File: src/hdl/assert_macros.svh
// Assertion helpers shared by the RTL
`ifndef ASSERT_MACROS_SVH
`define ASSERT_MACROS_SVH

// Same-cycle implication, sampled on the rising edge, off during reset
`define ASSERT_IMPLIES(label, clk, rst_n, ante, cons, msg) \
  label: assert property (@(posedge clk) disable iff (!rst_n) (ante) |-> (cons)) \
    else $error(msg);

// Next-cycle implication, sampled on the rising edge, off during reset
`define ASSERT_NEXT(label, clk, rst_n, ante, cons, msg) \
  label: assert property (@(posedge clk) disable iff (!rst_n) (ante) |=> (cons)) \
    else $error(msg);

`endif

File: src/hdl/imm_pkg.sv
package imm_pkg;

  localparam int MAX_DIM     = 8;
  localparam int DIM_W       = 4;
  localparam int IDX_W       = 3;
  localparam int STORE_DEPTH = MAX_DIM * MAX_DIM;
  localparam int ADDR_W      = $clog2(STORE_DEPTH);
  localparam int CNT_W       = ADDR_W + 1;
  localparam int DATA_W      = 32;

  typedef enum logic [0:0] {
    CMD_LOAD_A = 1'b0,
    CMD_LOAD_B = 1'b1
  } cmd_t;

  typedef enum logic [1:0] {
    REG_ROWS_A    = 2'd0,
    REG_INNER_DIM = 2'd1,
    REG_COLS_B    = 2'd2
  } cfg_reg_t;

  typedef enum logic [0:0] {
    BK_IDLE = 1'b0,
    BK_RUN  = 1'b1
  } back_state_t;

  // Effective matrix dimensions, already clamped to 1..MAX_DIM
  typedef struct packed {
    logic [DIM_W-1:0] nr;
    logic [DIM_W-1:0] nk;
    logic [DIM_W-1:0] nc;
  } dims_t;

  // One classified item on its way from the front to the back
  typedef struct packed {
    logic              we;
    cmd_t              sel;
    logic [ADDR_W-1:0] addr;
    logic [DATA_W-1:0] data;
    logic              trig;
  } q_entry_t;

  function automatic logic [DIM_W-1:0] clamp_dim(input logic [DIM_W-1:0] v);
    logic [DIM_W-1:0] r;
    r = v;
    if (v == '0) begin
      r = DIM_W'(1);
    end else if (v > DIM_W'(MAX_DIM)) begin
      r = DIM_W'(MAX_DIM);
    end
    return r;
  endfunction

endpackage

File: src/hdl/imm_queue.sv
module imm_queue import imm_pkg::*; (
  input  logic     clk,
  input  logic     rst_n,
  input  logic     push,
  input  q_entry_t push_data,
  input  logic     pop,
  output q_entry_t pop_data,
  output logic     full,
  output logic     not_empty
);

  q_entry_t   slot_r [2];
  logic       wr_ptr_r, wr_ptr_nxt;
  logic       rd_ptr_r, rd_ptr_nxt;
  logic [1:0] count_r, count_nxt;

  assign full      = (count_r == 2'd2);
  assign not_empty = (count_r != 2'd0);
  assign pop_data  = slot_r[rd_ptr_r];

  always_comb begin
    wr_ptr_nxt = push ? ~wr_ptr_r : wr_ptr_r;
    rd_ptr_nxt = pop ? ~rd_ptr_r : rd_ptr_r;
    count_nxt  = count_r;
    if (push && !pop) begin
      count_nxt = count_r + 2'd1;
    end else if (pop && !push) begin
      count_nxt = count_r - 2'd1;
    end
  end

  always_ff @(posedge clk) begin
    if (push) begin
      slot_r[wr_ptr_r] <= push_data;
    end
  end

  always_ff @(posedge clk) begin
    if (!rst_n) begin
      wr_ptr_r <= 1'b0;
      rd_ptr_r <= 1'b0;
      count_r  <= 2'd0;
    end else begin
      wr_ptr_r <= wr_ptr_nxt;
      rd_ptr_r <= rd_ptr_nxt;
      count_r  <= count_nxt;
    end
  end

endmodule

File: config.mk
export PLATFORM = sky130hd
export DESIGN_NAME = imm_queue
export DESIGN_NICKNAME = d
export VERILOG_FILES = /design/src/hdl/assert_macros.svh /design/src/hdl/imm_pkg.sv /design/src/hdl/imm_queue.sv
export SDC_FILE = /design/constraint.sdc
export NUM_CORES = 1
export LEC_CHECK = 0
export BUFFER_PORTS_ARGS = -buffer_cell sky130_fd_sc_hd__buf_2
export CORE_MARGIN = 3
export CORE_UTILIZATION = 46
export CTS_CLUSTER_DIAMETER = 60
export DETAILED_ROUTE_END_ITERATION = 6
export PLACE_DENSITY = 0.77
export SYNTH_ARGS = -nofsm -noshare
export SYNTH_HDL_FRONTEND = slang
export SYNTH_SLANG_ARGS = --single-unit
File: constraint.sdc
create_clock -name clk -period 2.67 [get_ports clk]
set_input_delay 0.534 -clock clk [delete_from_list [all_inputs] [get_ports clk]]
set_output_delay 0.534 -clock clk [all_outputs]
set_load 0.05 [all_outputs]
## Word level (Yosys, flattened, before mapping)

Memory sizes are Yosys's and may differ from the RTL's. A register that Yosys moved wholly into a read port is not among the register bits.
Index checks and enable logic that the tools add are counted.

| word-level totals | value |
|---|---|
| register bits after elaboration | 4 |
| bits in writable memories | 82 |
| input bits | 45 |
| output and inout port bits | 43 |
| memories | 1 |

Memories:

| memory | words | bits a word | rd ports | clocked after memory_dff | write ports | RTL line | text |
|---|---|---|---|---|---|---|---|
| slot_r | 2 | 41 | 1 | 1 | 1 | imm_queue.sv:12 | `q_entry_t slot_r [2];` |

| cells by class | value |
|---|---|
| add/subtract/negate cells | 2 |
| eq/ne operators | 1 |
| mux-type cells | 6 |
| bitwise gates (word level) | 2 |
| reduce and logical (&&, ||, !) cells | 6 |

Operator list:

| operator | number |
|---|---|
| 1-bit two-way mux | 4 |
| 2-bit two-way mux | 2 |
| 2-bit nonzero test | 2 |
| 2-bit by 1-bit adder with 2-bit output, second input constant | 1 |
| 2-bit == test, second input constant | 1 |
| 1-bit logical AND | 2 |
| 1-bit zero test | 2 |
| 1-bit NOT | 2 |
| 2-bit by 1-bit subtractor with 2-bit output, second input constant | 1 |

## Depth between registers and ports, before layout

| logic depth | value |
|---|---|
| depth after elaboration | 4 |
| depth in mapped cells | 5 |
| mapped depth without buffers | 5 |

## Least setup slack after synthesis

Ideal clock, no wire load.

| timing | value |
|---|---|
| path kind | input to register |
| start point | input port push |
| end point | memory slot_r[0][0] in the netlist's numbering, enable pin |
| arrival time | 2,397 ps |
| required time | 2,225 ps |
| slack | -172 ps |
| stages on the path | 1 |
| path buffers | 0 |
| path through | nor2b_1 |

| between the ends | value |
|---|---|
| cells in the longest elaborated chain, start to end | 2 |

RTL lines:

| item | RTL line | text |
|---|---|---|
| start: declaration | imm_queue.sv:4 | `input logic push,` |
| 1-bit two-way mux | imm_queue.sv:33 | `if (push) begin` |
| 1-bit two-way mux (not written as such) | imm_queue.sv:34 | `slot_r[wr_ptr_r] <= push_data;` |
| end: declaration | imm_queue.sv:12 |  |

No other way between the ends.

==> metrics.cfg <==
[status]
status=complete, no violations

[sta]
max_freq_ghz=0.4799
fin_crit_ns=2.084
slew_headroom_pct=62.94
setup_viol=0
rsz0062_at_grt=no
setup_tns_ns=0
tightest_slew_ns=0.5559
final_max_slew_viol_count=0
finalCritPeriodShare_pct=78.04
fin_skew_ns=0.009287
hold_viol=0

[floorplanning]
ioPinCount=88
core-area_sq_um=6531
die_h_microns=89.15
fp-row-count=29
die_area_sq_um=7948
dieWidth_microns=89.15
start_util_pct=48.70

[worst_setup_path]
cp.required_ns=2.14
crit_arrival_ns=1.55
cp-start-kind=flip-flop
path_class=flip-flop to output port
crit_chain=buf_4, mux2_2, buf_2
crit_fanout=20
critPathMaxStageDelay_ns=0.39
crit_family=buffers and inverters
r2r_cells=2
cp.depth=3
crit_path_top_delay_cell=mux2_2
end_kind=output port
crit_buf_inv=2

[detailed_routing]
ant_nets=0
highest_layer=met4
wl_per_cell_microns=16.41
drtIter0Drc=72
first_pass_iters=3
routed_wl_microns=5400
drc=0
met3_length_microns=403
drt-met1-wl_microns=2290
viasPerCell=4.933
wl_met2_microns=2623
vias=1623

[clocking]
cts_tree=yes
cts_max_level=3
cts_setup_buffers=0
cts-hold-fix-buffers=0
clk_pin_slew_ns=0.09
cts_repair_resize_count=0
cts_root_buf=clkbuf_8
cts.sinks=87
numCtsBuffers=9
clkLatencyLatePin_ns=0.35
clockBufferDepth=2

[layout]
final_nets=293
drive_gt1_share_pct=59.52
antennaDiodeCount=0
fin_area_sq_um=3958
fin_util_pct=60.59
syn2layout_area_growth_pct=24.43

[power_and_ir_drop]
p_leak_nw=1.507
vdd_drop_max_v=0.0005054
cellPowerDensity_nw_per_um2=789.9

[grt]
first_global_vias=1692
grtUsageTotal_pct=14.30
grt_max_degree=43
grt_pass1_wl_microns=8176
overflow=0
grt_antenna_before_repair=0

[yosys]
synth_cells=150
synthTopCellsByArea=edfxtp_1 77%, mux2_2 13%, dfxtp_1 3.1%
synth_ff_type=edfxtp_1
postSynthRegisterBits=87
syn_avg_cell_area_sq_um=21.20
synthDistinctLibCells=18
synthesis.nets=196
yosysWarnings=0
synth_edf_count=82
yosysMostFrequentCell=edfxtp_1
yosysTopAreaCell=edfxtp_1
seq_area_frac_synth_pct=80.57
ys_top_cells_by_count=82 x edfxtp_1, 38 x mux2_2, 5 x dfxtp_1, 4 x and2_1, 4 x buf_4
synthArstFlopShare_pct=0
netlist_area_sq_um=3181
synth.top_cell.area_share_pct=77.42

[hold_path]
hold_class=input port to flip-flop
holdPathStages=1

[flow_run]
drv_cap=0

[place]
routabilityCongestion=0.6953
dp_hpwl_microns=3651
placed_area_sq_um=3730
portBuffers=87

through the flow:
stage | total power, mW | cells | hold slack, ns | setup WS (ns)
2_1_floorplan | 2.019 | 150 | 0.4612 | 0.6044
3_3_place_gp | 2.145 | 313 | 0.4779 | 0.9467
3_5_place_dp | 2.153 | 313 | 0.5041 | 0.9273
4_1_cts | 3.160 | 329 | 0.3459 | 0.5514
5_1_grt | 3.257 | 329 | 0.3401 | 0.4899
6_report | 3.126 | 329 | 0.3678 | 0.5863
cell type report:
class / count / area (sq um)
fill: 514 / 2574
sequential: 87 / 2564
multi-input combinational: 57 / 588.1
timing repair buffer: 91 / 478.0
clock buffer: 9 / 123.9
clock inverter: 7 / 103.9
tap: 77 / 96.34
inverter: 1 / 3.754
state kept, by name, indices dropped and copies added, names as in the netlist, named ones only:
signal    count
wr_ptr_r      1
count_r       2
slot_r       82
rd_ptr_r      1
layer usage:
layer | track usage (%) | vias to the layer above
li1 | - | 775
met5 | 0 | -
met1 | 16.92 | 776
met4 | 7.307 | 0
met2 | 22.91 | 63
met3 | 5.346 | 9
cell families after synthesis:
family,Yosys count,synth area share (%)
DFF,87,80.57
buffers and inverters,6,1.219
xor gates and xnor gates,3,0.8263
AOI/OAI and AO/OA,3,0.6295
and+or+nand+nor,9,1.849
muxes,41,14.52
adders and majority gates,1,0.3933
cells in the final DEF (no fill, tap or decap), drive strengths merged:
cell type  instances
buf               91
edfxtp            82
mux2              41
clkbuf             9
dfxtp              5
and2               4
inv                3
xor2               2
clkinvlp           2
bufinv             2
nor2b              2
or2                1
and2b              1
xnor2              1
o21a               1
o21ai              1
or3                1
a21boi             1
ha                 1
clkinv             1
final timing paths:
kind / start / endpoint / slack (ns)
worst max-delay path: flip-flop / pop_data[7] / 0.59
worst min-delay path: push_data[25] / slot_r[0][25]$_DFFE_PP_ / 0.37
worst max register to register: wr_ptr_r$_SDFFE_PN0P_ / slot_r[1][26]$_DFFE_PP_ / 1.22
worst min register to register: count_r[1]$_SDFFE_PN0P_ / count_r[1]$_SDFFE_PN0P_ / 0.51
where the power goes:
part | total [mW] | internal, mW | switching, mW
clock network | 1.01 | 0.538 | 0.473
registers | 1.59 | 1.57 | 0.0206
logic | 0.523 | 0.156 | 0.367
total | 3.13 | 2.27 | 0.861
Note: power is estimated with default switching activity, not from simulation.
