## src/hdl/assert_macros.svh

```systemverilog
// Assertion helpers shared by the RTL
`ifndef ASSERT_MACROS_SVH
`define ASSERT_MACROS_SVH

// Same-cycle implication, sampled on the rising edge, off during reset
`define ASSERT_IMPLIES(label, clk, rst_n, ante, cons, msg) \
  label: assert property (@(posedge clk) disable iff (!rst_n) (ante) |-> (cons)) \
    else $error(msg);

// Next-cycle implication, sampled on the rising edge, off during reset
`define ASSERT_NEXT(label, clk, rst_n, ante, cons, msg) \
  label: assert property (@(posedge clk) disable iff (!rst_n) (ante) |=> (cons)) \
    else $error(msg);

`endif

```

## src/hdl/imm_pkg.sv

```systemverilog
package imm_pkg;

  localparam int MAX_DIM     = 8;
  localparam int DIM_W       = 4;
  localparam int IDX_W       = 3;
  localparam int STORE_DEPTH = MAX_DIM * MAX_DIM;
  localparam int ADDR_W      = $clog2(STORE_DEPTH);
  localparam int CNT_W       = ADDR_W + 1;
  localparam int DATA_W      = 32;

  typedef enum logic [0:0] {
    CMD_LOAD_A = 1'b0,
    CMD_LOAD_B = 1'b1
  } cmd_t;

  typedef enum logic [1:0] {
    REG_ROWS_A    = 2'd0,
    REG_INNER_DIM = 2'd1,
    REG_COLS_B    = 2'd2
  } cfg_reg_t;

  typedef enum logic [0:0] {
    BK_IDLE = 1'b0,
    BK_RUN  = 1'b1
  } back_state_t;

  // Effective matrix dimensions, already clamped to 1..MAX_DIM
  typedef struct packed {
    logic [DIM_W-1:0] nr;
    logic [DIM_W-1:0] nk;
    logic [DIM_W-1:0] nc;
  } dims_t;

  // One classified item on its way from the front to the back
  typedef struct packed {
    logic              we;
    cmd_t              sel;
    logic [ADDR_W-1:0] addr;
    logic [DATA_W-1:0] data;
    logic              trig;
  } q_entry_t;

  function automatic logic [DIM_W-1:0] clamp_dim(input logic [DIM_W-1:0] v);
    logic [DIM_W-1:0] r;
    r = v;
    if (v == '0) begin
      r = DIM_W'(1);
    end else if (v > DIM_W'(MAX_DIM)) begin
      r = DIM_W'(MAX_DIM);
    end
    return r;
  endfunction

endpackage

```

## src/hdl/imm_front.sv

```systemverilog
module imm_front import imm_pkg::*; (
  input  logic              clk,
  input  logic              rst_n,
  input  logic              in_valid,
  output logic              in_stall,
  input  logic              in_cmd,
  input  logic [DATA_W-1:0] in_element,
  input  dims_t             dims,
  input  logic              q_full,
  output logic              q_push,
  output q_entry_t          q_data
);

  logic [CNT_W-1:0] a_cnt_r, a_cnt_nxt;
  logic [CNT_W-1:0] b_cnt_r, b_cnt_nxt;
  logic [CNT_W-1:0] a_cnt_new, b_cnt_new;
  logic [CNT_W-1:0] size_a, size_b;
  logic             accept;
  logic             trig;

  assign size_a   = CNT_W'(dims.nr * dims.nk);
  assign size_b   = CNT_W'(dims.nk * dims.nc);
  assign in_stall = q_full;
  assign accept   = in_valid && !q_full;

  always_comb begin
    a_cnt_new    = a_cnt_r;
    b_cnt_new    = b_cnt_r;
    q_data.we    = 1'b0;
    q_data.sel   = cmd_t'(in_cmd);
    q_data.addr  = '0;
    q_data.data  = in_element;
    // drop items for a matrix that is already full
    if (cmd_t'(in_cmd) == CMD_LOAD_A) begin
      if (a_cnt_r < size_a) begin
        q_data.we   = 1'b1;
        q_data.addr = a_cnt_r[ADDR_W-1:0];
        a_cnt_new   = a_cnt_r + CNT_W'(1);
      end
    end else begin
      if (b_cnt_r < size_b) begin
        q_data.we   = 1'b1;
        q_data.addr = b_cnt_r[ADDR_W-1:0];
        b_cnt_new   = b_cnt_r + CNT_W'(1);
      end
    end
    trig        = (a_cnt_new >= size_a) && (b_cnt_new >= size_b);
    q_data.trig = trig;
    q_push      = accept && (q_data.we || trig);

    a_cnt_nxt = a_cnt_r;
    b_cnt_nxt = b_cnt_r;
    if (accept) begin
      a_cnt_nxt = trig ? '0 : a_cnt_new;
      b_cnt_nxt = trig ? '0 : b_cnt_new;
    end
  end

  always_ff @(posedge clk) begin
    if (!rst_n) begin
      a_cnt_r <= '0;
      b_cnt_r <= '0;
    end else begin
      a_cnt_r <= a_cnt_nxt;
      b_cnt_r <= b_cnt_nxt;
    end
  end

endmodule

```

## config.mk

```make
export PLATFORM = sky130hd
export DESIGN_NAME = imm_front
export DESIGN_NICKNAME = d
export VERILOG_FILES = /design/src/hdl/assert_macros.svh /design/src/hdl/imm_pkg.sv /design/src/hdl/imm_front.sv
export SDC_FILE = /design/constraint.sdc
export NUM_CORES = 1
export LEC_CHECK = 0
export ABC_CLOCK_PERIOD_IN_PS = 24700
export BUFFER_PORTS_ARGS = -buffer_cell sky130_fd_sc_hd__buf_4
export CAP_MARGIN = 5
export CORE_ASPECT_RATIO = 1.1
export CORE_UTILIZATION = 55
export CTS_CLUSTER_SIZE = 30
export DETAILED_ROUTE_END_ITERATION = 8
export GPL_TIMING_DRIVEN = 1
export PLACE_DENSITY = 0.95
export SLEW_MARGIN = 0
export SYNTH_ARGS = -nofsm -noshare
export SYNTH_HDL_FRONTEND = slang
export SYNTH_SLANG_ARGS = --single-unit
```

## constraint.sdc

```tcl
create_clock -name clk -period 24.7 [get_ports clk]
set_clock_uncertainty 0.15 [all_clocks]
set_input_delay 4.94 -clock clk [delete_from_list [all_inputs] [get_ports clk]]
set_output_delay 4.94 -clock clk [all_outputs]
set_load 0.005 [all_outputs]
```

== Word-level counts from Yosys, hierarchy flattened ==
Index checks and enable logic that the tools add are counted.

* Word-level logic and storage cells: 27
* Register bits: 14
* Bits of input ports: 49

* $add $sub $neg: 2
* Muxes and demuxes: 12
* Reductions and logical operators: 5
* $lt $le $gt $ge: 4
* Multipliers: 2

{| class="wikitable"
|+ Operator list
! operator !! number
|-
| 7-bit 2-to-1 mux || 6
|-
| 6-bit 2-to-1 mux || 3
|-
| 7-bit by 1-bit adder with 7-bit output, second input constant || 2
|-
| 7-bit greater-or-equal comparator || 2
|-
| 7-bit less-than comparator || 2
|-
| 4-bit by 4-bit multiplier with 7-bit output || 2
|-
| 1-bit logical AND || 3
|-
| 1-bit 2-to-1 mux || 3
|-
| 1-bit logical NOT || 1
|-
| 1-bit logical OR || 1
|}

== Longest topological paths before layout ==
Gate-level depths: netlist of run 1.

* Depth after elaboration: 8
* Gate-level depth with buffers: 23
* Mapped depth without buffers: 23

== Least setup slack after synthesis of run 1 ==
OpenSTA, ideal clock, no wires.

* Path type: input-to-output
* From: input port dims[8] (netlist bit)
* To: output port q_push
* Arrival time: 10054 ps
* Buffers on the path: 0
* Required time: 19610 ps
* Stages: 23
* Setup slack: 9556 ps
* Cell sequence: nand2_1 -> fa_1 -> inv_1 -> fa_1 -> fa_1 -> xnor2_1 -> ha_1 -> a21oi_1 -> o21ai_1 -> or2_2 -> maj3_2 -> maj3_2 -> inv_1 -> ha_1 -> mux2i_1 -> ha_1 -> nand2b_1 -> a211oi_1 -> o21ai_0 -> o21ai_1 -> o2111a_1 -> nor3_4 -> o21a_1

* Word-level cells in the longest chain between the ends: 8
* Elaborated cells between the ends (all ways): 10
* Those cells by class: mul: 1; order compare: 2; mux: 4; reduce/logical: 3

{| class="wikitable"
|+ Ends and longest elaborated chain
! what !! line !! source
|-
| start, declared || imm_front.sv:8 || <nowiki>input dims_t dims,</nowiki>
|-
| 4-bit by 4-bit multiplier with 7-bit output (*) || imm_front.sv:21 || <nowiki>assign size_a = CNT_W'(dims.nr * dims.nk);</nowiki>
|-
| 7-bit less-than comparator || imm_front.sv:35 || <nowiki>if (a_cnt_r < size_a) begin</nowiki>
|-
| 7-bit 2-to-1 mux || imm_front.sv:35 ||
|-
| 7-bit 2-to-1 mux || imm_front.sv:34 || <nowiki>if (cmd_t'(in_cmd) == CMD_LOAD_A) begin</nowiki>
|-
| 7-bit greater-or-equal comparator (*) || imm_front.sv:47 || <nowiki>trig = (a_cnt_new >= size_a) && (b_cnt_new >= size_b);</nowiki>
|-
| 1-bit logical AND (*) || imm_front.sv:47 ||
|-
| named net trig || imm_front.sv:19 || <nowiki>logic trig;</nowiki>
|-
| 1-bit logical OR (*) || imm_front.sv:49 || <nowiki>q_push = accept && (q_data.we || trig);</nowiki>
|-
| 1-bit logical AND (*) || imm_front.sv:49 ||
|-
| end, declared || imm_front.sv:10 || <nowiki>output logic q_push,</nowiki>
|}

Mark *: on every way through the listed nets, which the timed path passes. The rest lies on a longest branch.

== Worst setup path after layout of run 1 ==
* From: input port dims[7] (netlist bit)
* To: output port q_push

* Word-level cells in the longest chain between the ends: 8
* Elaborated cells between the ends (all ways): 16
* Those cells by class: mul: 2; order compare: 4; mux: 7; reduce/logical: 3

{| class="wikitable"
|+ Ends and longest elaborated chain
! what !! line
|-
| 4-bit by 4-bit multiplier with 7-bit output (on tied branches) || imm_front.sv:21, imm_front.sv:22
|-
| 7-bit less-than comparator (on tied branches) || imm_front.sv:35, imm_front.sv:41
|-
| 7-bit 2-to-1 mux (on tied branches) || imm_front.sv:35, imm_front.sv:41
|-
| 7-bit 2-to-1 mux || imm_front.sv:34
|-
| 7-bit greater-or-equal comparator || imm_front.sv:47
|-
| 1-bit logical AND || imm_front.sv:47
|-
| 1-bit logical OR (*) || imm_front.sv:49
|-
| 1-bit logical AND (*) || imm_front.sv:49
|}

Every way passes the cells marked *; elsewhere a longest branch is shown, timed or not.

==> reports/qor.yml, run 1 <==
sta:
  worst_slew_pin_slew_ps: 618
  slew_violations: 0
  fmax_mhz: 62.6
  finalHoldViolations: 0
  rsz0062_at_grt: "false"
  finalCritPeriodShare_pct: 64.7
  slew_headroom_pct: 58.5
  tns_ps: 0
  setup_violations: 0
  finalCriticalPeriod_ps: 15980
setup_path:
  cp-start-kind: "input port"
  end_kind: "output port"
  r2r-start: "b_cnt_r[2]"
  startpoint: "dims[7]"
  cp.depth: 25
  worstSetupPathType: "in2out"
  cpPeakStageDelay_ps: 550
  required_ps: 19610
  reg2reg_slack_ps: 19870
  arrival_ps: 10890
  cp-endpoint: "q_push"
  cp_slowest_cell: "fa_1"
  worstRegToRegCells: 15
  critPathBufInv: 4
  path_max_fanout: 8
  worstReg2RegEnd: "a_cnt_r[4]"
  critical_path.top_delay_family: "adder cells"
power:
  leakage_nw: 1.35
  powerDensity_mw_per_mm2: 35.2
  power_mw: 0.0961
  ir_drop_v: 0.0000273
yosys:
  ys_ff_latch: 14
  yosysTopAreaCell: "ha_1"
  synth.top_cells.by_count: "ha_1, buf_4, nand2_1, and2_1, nor2_1"
  yosysUniqueCellTypes: 62
  synth_warnings: 0
  synthSimpleGateAreaFrac_pct: 24.2
  yosys-top-cells-area: "ha_1, dfxtp_1, buf_4"
  syn_inst: 326
  avgSynthCellArea_um2: 8.32
  synth_compound_area_share_pct: 16.2
  ys.flop_type: "dfxtp_1"
  ys_seq_area_share_pct: 10.3
  synth_top_family_by_area: "adder cells"
  synth-adder-area-share_pct: 26.1
  netlist_area_mm2: 0.00271
  yosysMostFrequentCell: "ha_1"
  syn_nets: 425
  synth_edf_count: 0
  synthMuxAreaShare_pct: 2.12
  synthXorXnorAreaFrac_pct: 7.75
  yosys.area.top_type_share_pct: 19.4
  async_flop_share_pct: 0
final_layout:
  drive_gt1_share_pct: 18.3
  num_antenna_cells: 0
  nets: 412
  final_cell_count_no_fill: 368
  synthToLayoutAreaGrowth_pct: 0.645
  final_core_util_pct: 58.3
route:
  dr.pass1.iters: 4
  vias: 2248
  drc_errors: 0
  drt_wl_total_mm: 6.03
  post_drt_wl_per_cell_um: 16.4
  viasPerCell: 6.11
  drt.antenna.violating_nets: 0
  first_iter_violations: 147
placement:
  dp_hpwl_mm: 4.94
  dp_cells: 364
  place_congestion: 0.883
  place.port_buffers: 27
floorplanning:
  fp.dieArea_mm2: 0.00522
  initial_core_util_pct: 57.9
  fp.dieW_um: 69.0
  core-area_mm2: 0.00468
  io_pins: 92
  die_y_um: 75.7
  rows: 26
clock_network:
  ctsHoldBuffers: 0
  cts-htree-levels: 1
  cts_tree: "done"
  cts_setup_buffers: 0
  clk_pin_slew_ps: 70
  cts_root_buf: "clkbuf_8"
  cts_buffers: 3
  clkSinkCount: 14
  clkLatencyLatePin_ps: 250
  clk_path_buf_depth: 2
  cts_resized: 0
global_routing:
  grtUsageMet1_pct: 28.4
  top_usage_layer: "met2"
  antenna_found_initial: 0
  grt_max_degree: 13
  track_usage_pct: 25.4
  gr-total-overflow: 0
  grt_pass1_wl_mm: 10.1
  use_met3_pct: 4.79
  grt_use_met2_pct: 46.3
  first_global_vias: 2286
run_status:
  outcome: "completed"
run:
  maxCapViolCount: 0
worst_hold_path:
  holdPathStages: 2
  hold_path.class: "reg2reg"
## per-stage QoR
step	area, um^2	setup slack (ps)	hold WS [ps]
6_report	2730	8720	415
5_1_grt	2730	8470	422
4_1_cts	2730	8740	399
3_5_place_dp	2680	8760	388
3_3_place_gp	2680	8900	379
2_1_floorplan	2710	9560	328
## sequential cells by signal, indices dropped and copies added, names as in the netlist
signal,count
b_cnt_r,7
a_cnt_r,7
## where the power goes
part | leakage (nW) | total, mW | switching [mW] | internal, mW
combinational | 1.20 | 0.0493 | 0.0283 | 0.0210
clock | 0.0288 | 0.0235 | 0.00931 | 0.0141
sequential | 0.113 | 0.0234 | 0.000551 | 0.0228
total | 1.35 | 0.0961 | 0.0381 | 0.0580
## final cells by class
cell class / instances / area, um^2
Sequential cell: 14 / 280
Tap cell: 56 / 70.1
Inverter: 14 / 52.6
Clock buffer: 4 / 55.1
Fill cell: 415 / 1950
Timing Repair Buffer: 27 / 203
Multi-Input combinational cell: 253 / 2070
## worst min-delay path, delay by kind of cell, from the launching register on
family	cells	cell delay [ps]
simple gates	1	80
flops	1	380
compound gates	1	60
## cell families after synthesis
group,count (synthesis)
buffers and inverters,59
AND/OR/NAND/NOR,116
adder cells (fa/ha/maj),52
XOR/XNOR,24
multiplexers,5
AO/OA/AOI/OAI,56
flip-flops,14
## how the worst min path moves through the flow
stage	start	slack, ps	to
6_report	b_cnt_r[1]	420	b_cnt_r[1]
5_1_grt	b_cnt_r[0]	420	b_cnt_r[0]
4_1_cts	b_cnt_r[1]	400	b_cnt_r[1]
3_5_place_dp	b_cnt_r[1]	390	b_cnt_r[1]
3_3_place_gp	b_cnt_r[0]	380	b_cnt_r[0]
2_1_floorplan	b_cnt_r[1]	330	b_cnt_r[1]
## placed cells by master (no fill, tap or decap), types with 7 or more instances in the layout
cell     Yosys  final
dfxtp_1     14     14
a21oi_1     12     12
ha_1        42     42
fa_1         8      8
nor2_1      21     21
nand2_1     25     25
xor2_1      12     12
inv_1       14     14
xnor2_1     12     12
nand3_1      7      7
and2_1      22     22
buf_4       35     27
## layer usage
layer  up-vias  wire length, um
met5         -                0
met3        12              386
met2        79             3190
li1       1077                -
met1      1080             2350
met4         0              112
No activity file was read; power rests on OpenSTA's default activity.
==> run 2: changes to the inputs <==
ABC_CLOCK_PERIOD_IN_PS = 13000   (was 24700)
CORE_UTILIZATION = 47   (was 55)
PLACE_DENSITY = 0.88   (was 0.95)
clock period = 13 ns   (was 24.7 ns; I/O delays follow)
==> reports/qor.yml, run 2 (same netlist as run 1, synthesis figures left out) <==
placement:
  place.port_buffers: 27  # unchanged
  pre_cts_slack_ps: 1810  # was 8760 ps
  dp_hpwl_mm: 5.04  # was 4.94 mm
  place_congestion: 0.876  # was 0.883
power:
  ir_drop_v: 0.0000363  # was 0.0000273 V
  leakage_nw: 1.34  # was 1.35 nW
  powerDensity_mw_per_mm2: 62.8  # was 35.2 mW/mm^2
sta:
  fin_ws_ps: 1800  # was 8720 ps
  finalCritPeriodShare_pct: 86.2
  slew_headroom_pct: 58.6  # was 58.5%
  worst_slew_pin_slew_ps: 619  # was 618 ps
  fmax_mhz: 89.3
  finalHoldViolations: 0  # unchanged
  tns_ps: 0  # unchanged
  finalCriticalPeriod_ps: 11200
  rsz0062_at_grt: "false"  # unchanged
  setup_violations: 0  # unchanged
  slew_violations: 0  # unchanged
run_status:
  outcome: "completed"  # unchanged
clock_network:
  clkLatencyLatePin_ps: 240  # was 250 ps
  clk_pin_slew_ps: 50  # was 70 ps
  clkSinkCount: 14  # unchanged
  cts_setup_buffers: 0  # unchanged
  cts_buffers: 3  # unchanged
  cts-htree-levels: 1  # unchanged
  clk_path_buf_depth: 2  # unchanged
  cts_resized: 0  # unchanged
  ctsHoldBuffers: 0  # unchanged
  cts_root_buf: "clkbuf_8"  # unchanged
  cts_tree: "done"  # unchanged
setup_path:
  r2r-start: "b_cnt_r[2]"  # unchanged
  reg2reg_slack_ps: 8100  # was 19870 ps
  worstReg2RegEnd: "b_cnt_r[3]"  # was a_cnt_r[4]
  end_kind: "output port"  # unchanged
  cp-start-kind: "input port"  # unchanged
  cp-endpoint: "q_push"  # unchanged
  worstSetupPathType: "in2out"  # unchanged
  path_max_fanout: 8  # unchanged
  cp_slowest_cell: "fa_1"  # unchanged
  required_ps: 10250  # was 19610 ps
  cpPeakStageDelay_ps: 540  # was 550 ps
  worstRegToRegCells: 15  # unchanged
  startpoint: "dims[7]"  # unchanged
  arrival_ps: 8450  # was 10890 ps
route:
  drc_errors: 0  # unchanged
  first_iter_violations: 137  # was 147
  dr.pass1.iters: 4  # unchanged
  drt_wl_total_mm: 6.00  # was 6.03 mm
  drt.antenna.violating_nets: 0  # unchanged
  post_drt_wl_per_cell_um: 15.5  # was 16.4 um
  viasPerCell: 5.74  # was 6.11
  vias: 2217  # was 2248
global_routing:
  grt_max_degree: 13  # unchanged
  gr-total-overflow: 0  # unchanged
  first_global_vias: 2287  # was 2286
  track_usage_pct: 21.5  # was 25.4%
  grt_pass1_wl_mm: 10.2  # was 10.1 mm
  antenna_found_initial: 0  # unchanged
final_layout:
  final_common_cell: "ha_1"  # unchanged
  mostFrequentLayoutCells: "ha_1, buf_4, nand2_1"  # unchanged
  top_regs: "a_cnt_r x7, b_cnt_r x7"  # unchanged
  synthToLayoutAreaGrowth_pct: 1.01  # was 0.645%
  drive_gt1_share_pct: 18.0  # was 18.3%
  num_antenna_cells: 0  # unchanged
  final_core_util_pct: 50.2  # was 58.3%
  nets: 412  # unchanged
floorplanning:
  die_y_um: 81.7  # was 75.7 um
  rows: 28  # was 26
  fp.dieW_um: 74.5  # was 69.0 um
  core-area_mm2: 0.00547  # was 0.00468 mm^2
  fp.dieArea_mm2: 0.00608  # was 0.00522 mm^2
  io_pins: 92  # unchanged
  initial_core_util_pct: 49.7  # was 57.9%
run:
  maxCapViolCount: 0  # unchanged
worst_hold_path:
  hold_path.class: "reg2reg"  # unchanged
## run 2: changes by cell type in the layout (fill, tap and decap cells not counted), sizes merged
cell,previous run,this run
clkbuf,4,3
## run 2: worst min-delay path by stage
stage,from,to,slack (ps),cells past startpoint
detailed placement,b_cnt_r[0],b_cnt_r[0],400,2
CTS,b_cnt_r[0],b_cnt_r[0],400,2
global placement,b_cnt_r[1],b_cnt_r[1],370,2
finish,b_cnt_r[0],b_cnt_r[0],400,2
floorplan,b_cnt_r[1],b_cnt_r[1],330,2
global route,a_cnt_r[3],a_cnt_r[3],450,2
## run 2: final cells by class
cell class / count / area [um^2]
clock buffer: 3 / 41.3
fill: 520 / 2720
inverter: 14 / 52.6
multi-input combinational: 253 / 2070
sequential: 14 / 280
tap: 75 / 93.8
timing repair buffer: 27 / 203
## run 2: worst max-delay path: cells and delay by family
kind,cells,cell delay [ps]
AO/OA/AOI/OAI,7,1300
adder cells (fa/ha/maj),8,3080
multiplexers,1,250
AND/OR/NAND/NOR,4,620
buffers and inverters,4,370
XOR/XNOR,1,250
## run 2: per-stage QoR
| step | instance area [um^2] | cells | hold WS, ps | power (mW) |
|---|---|---|---|---|
| after floorplan | 2710 | 326 | 328 | 0.121 |
| after global placement | 2700 | 383 | 375 | 0.133 |
| after detailed placement | 2700 | 383 | 399 | 0.138 |
| after CTS | 2740 | 386 | 404 | 0.173 |
| after global routing | 2740 | 386 | 448 | 0.186 |
| final | 2740 | 386 | 403 | 0.172 |
## run 2: metal layers
layer  share of wire (%)  GRT usage, %  vias up  wire length [um]
met5                   0             0        -                 0
met4                 2.3          6.60        0               138
met3                 5.5          3.80       16               328
met2                  53          40.3       75              3180
met1                  39          24.5     1050              2350
li1                    -             -     1076                 -
## run 2: where the power goes
part           switching (mW)  leakage [nW]  internal [mW]
logic                  0.0529          1.20         0.0400
clock network          0.0143        0.0216         0.0205
registers             0.00105         0.113         0.0434
total                  0.0682          1.34          0.104
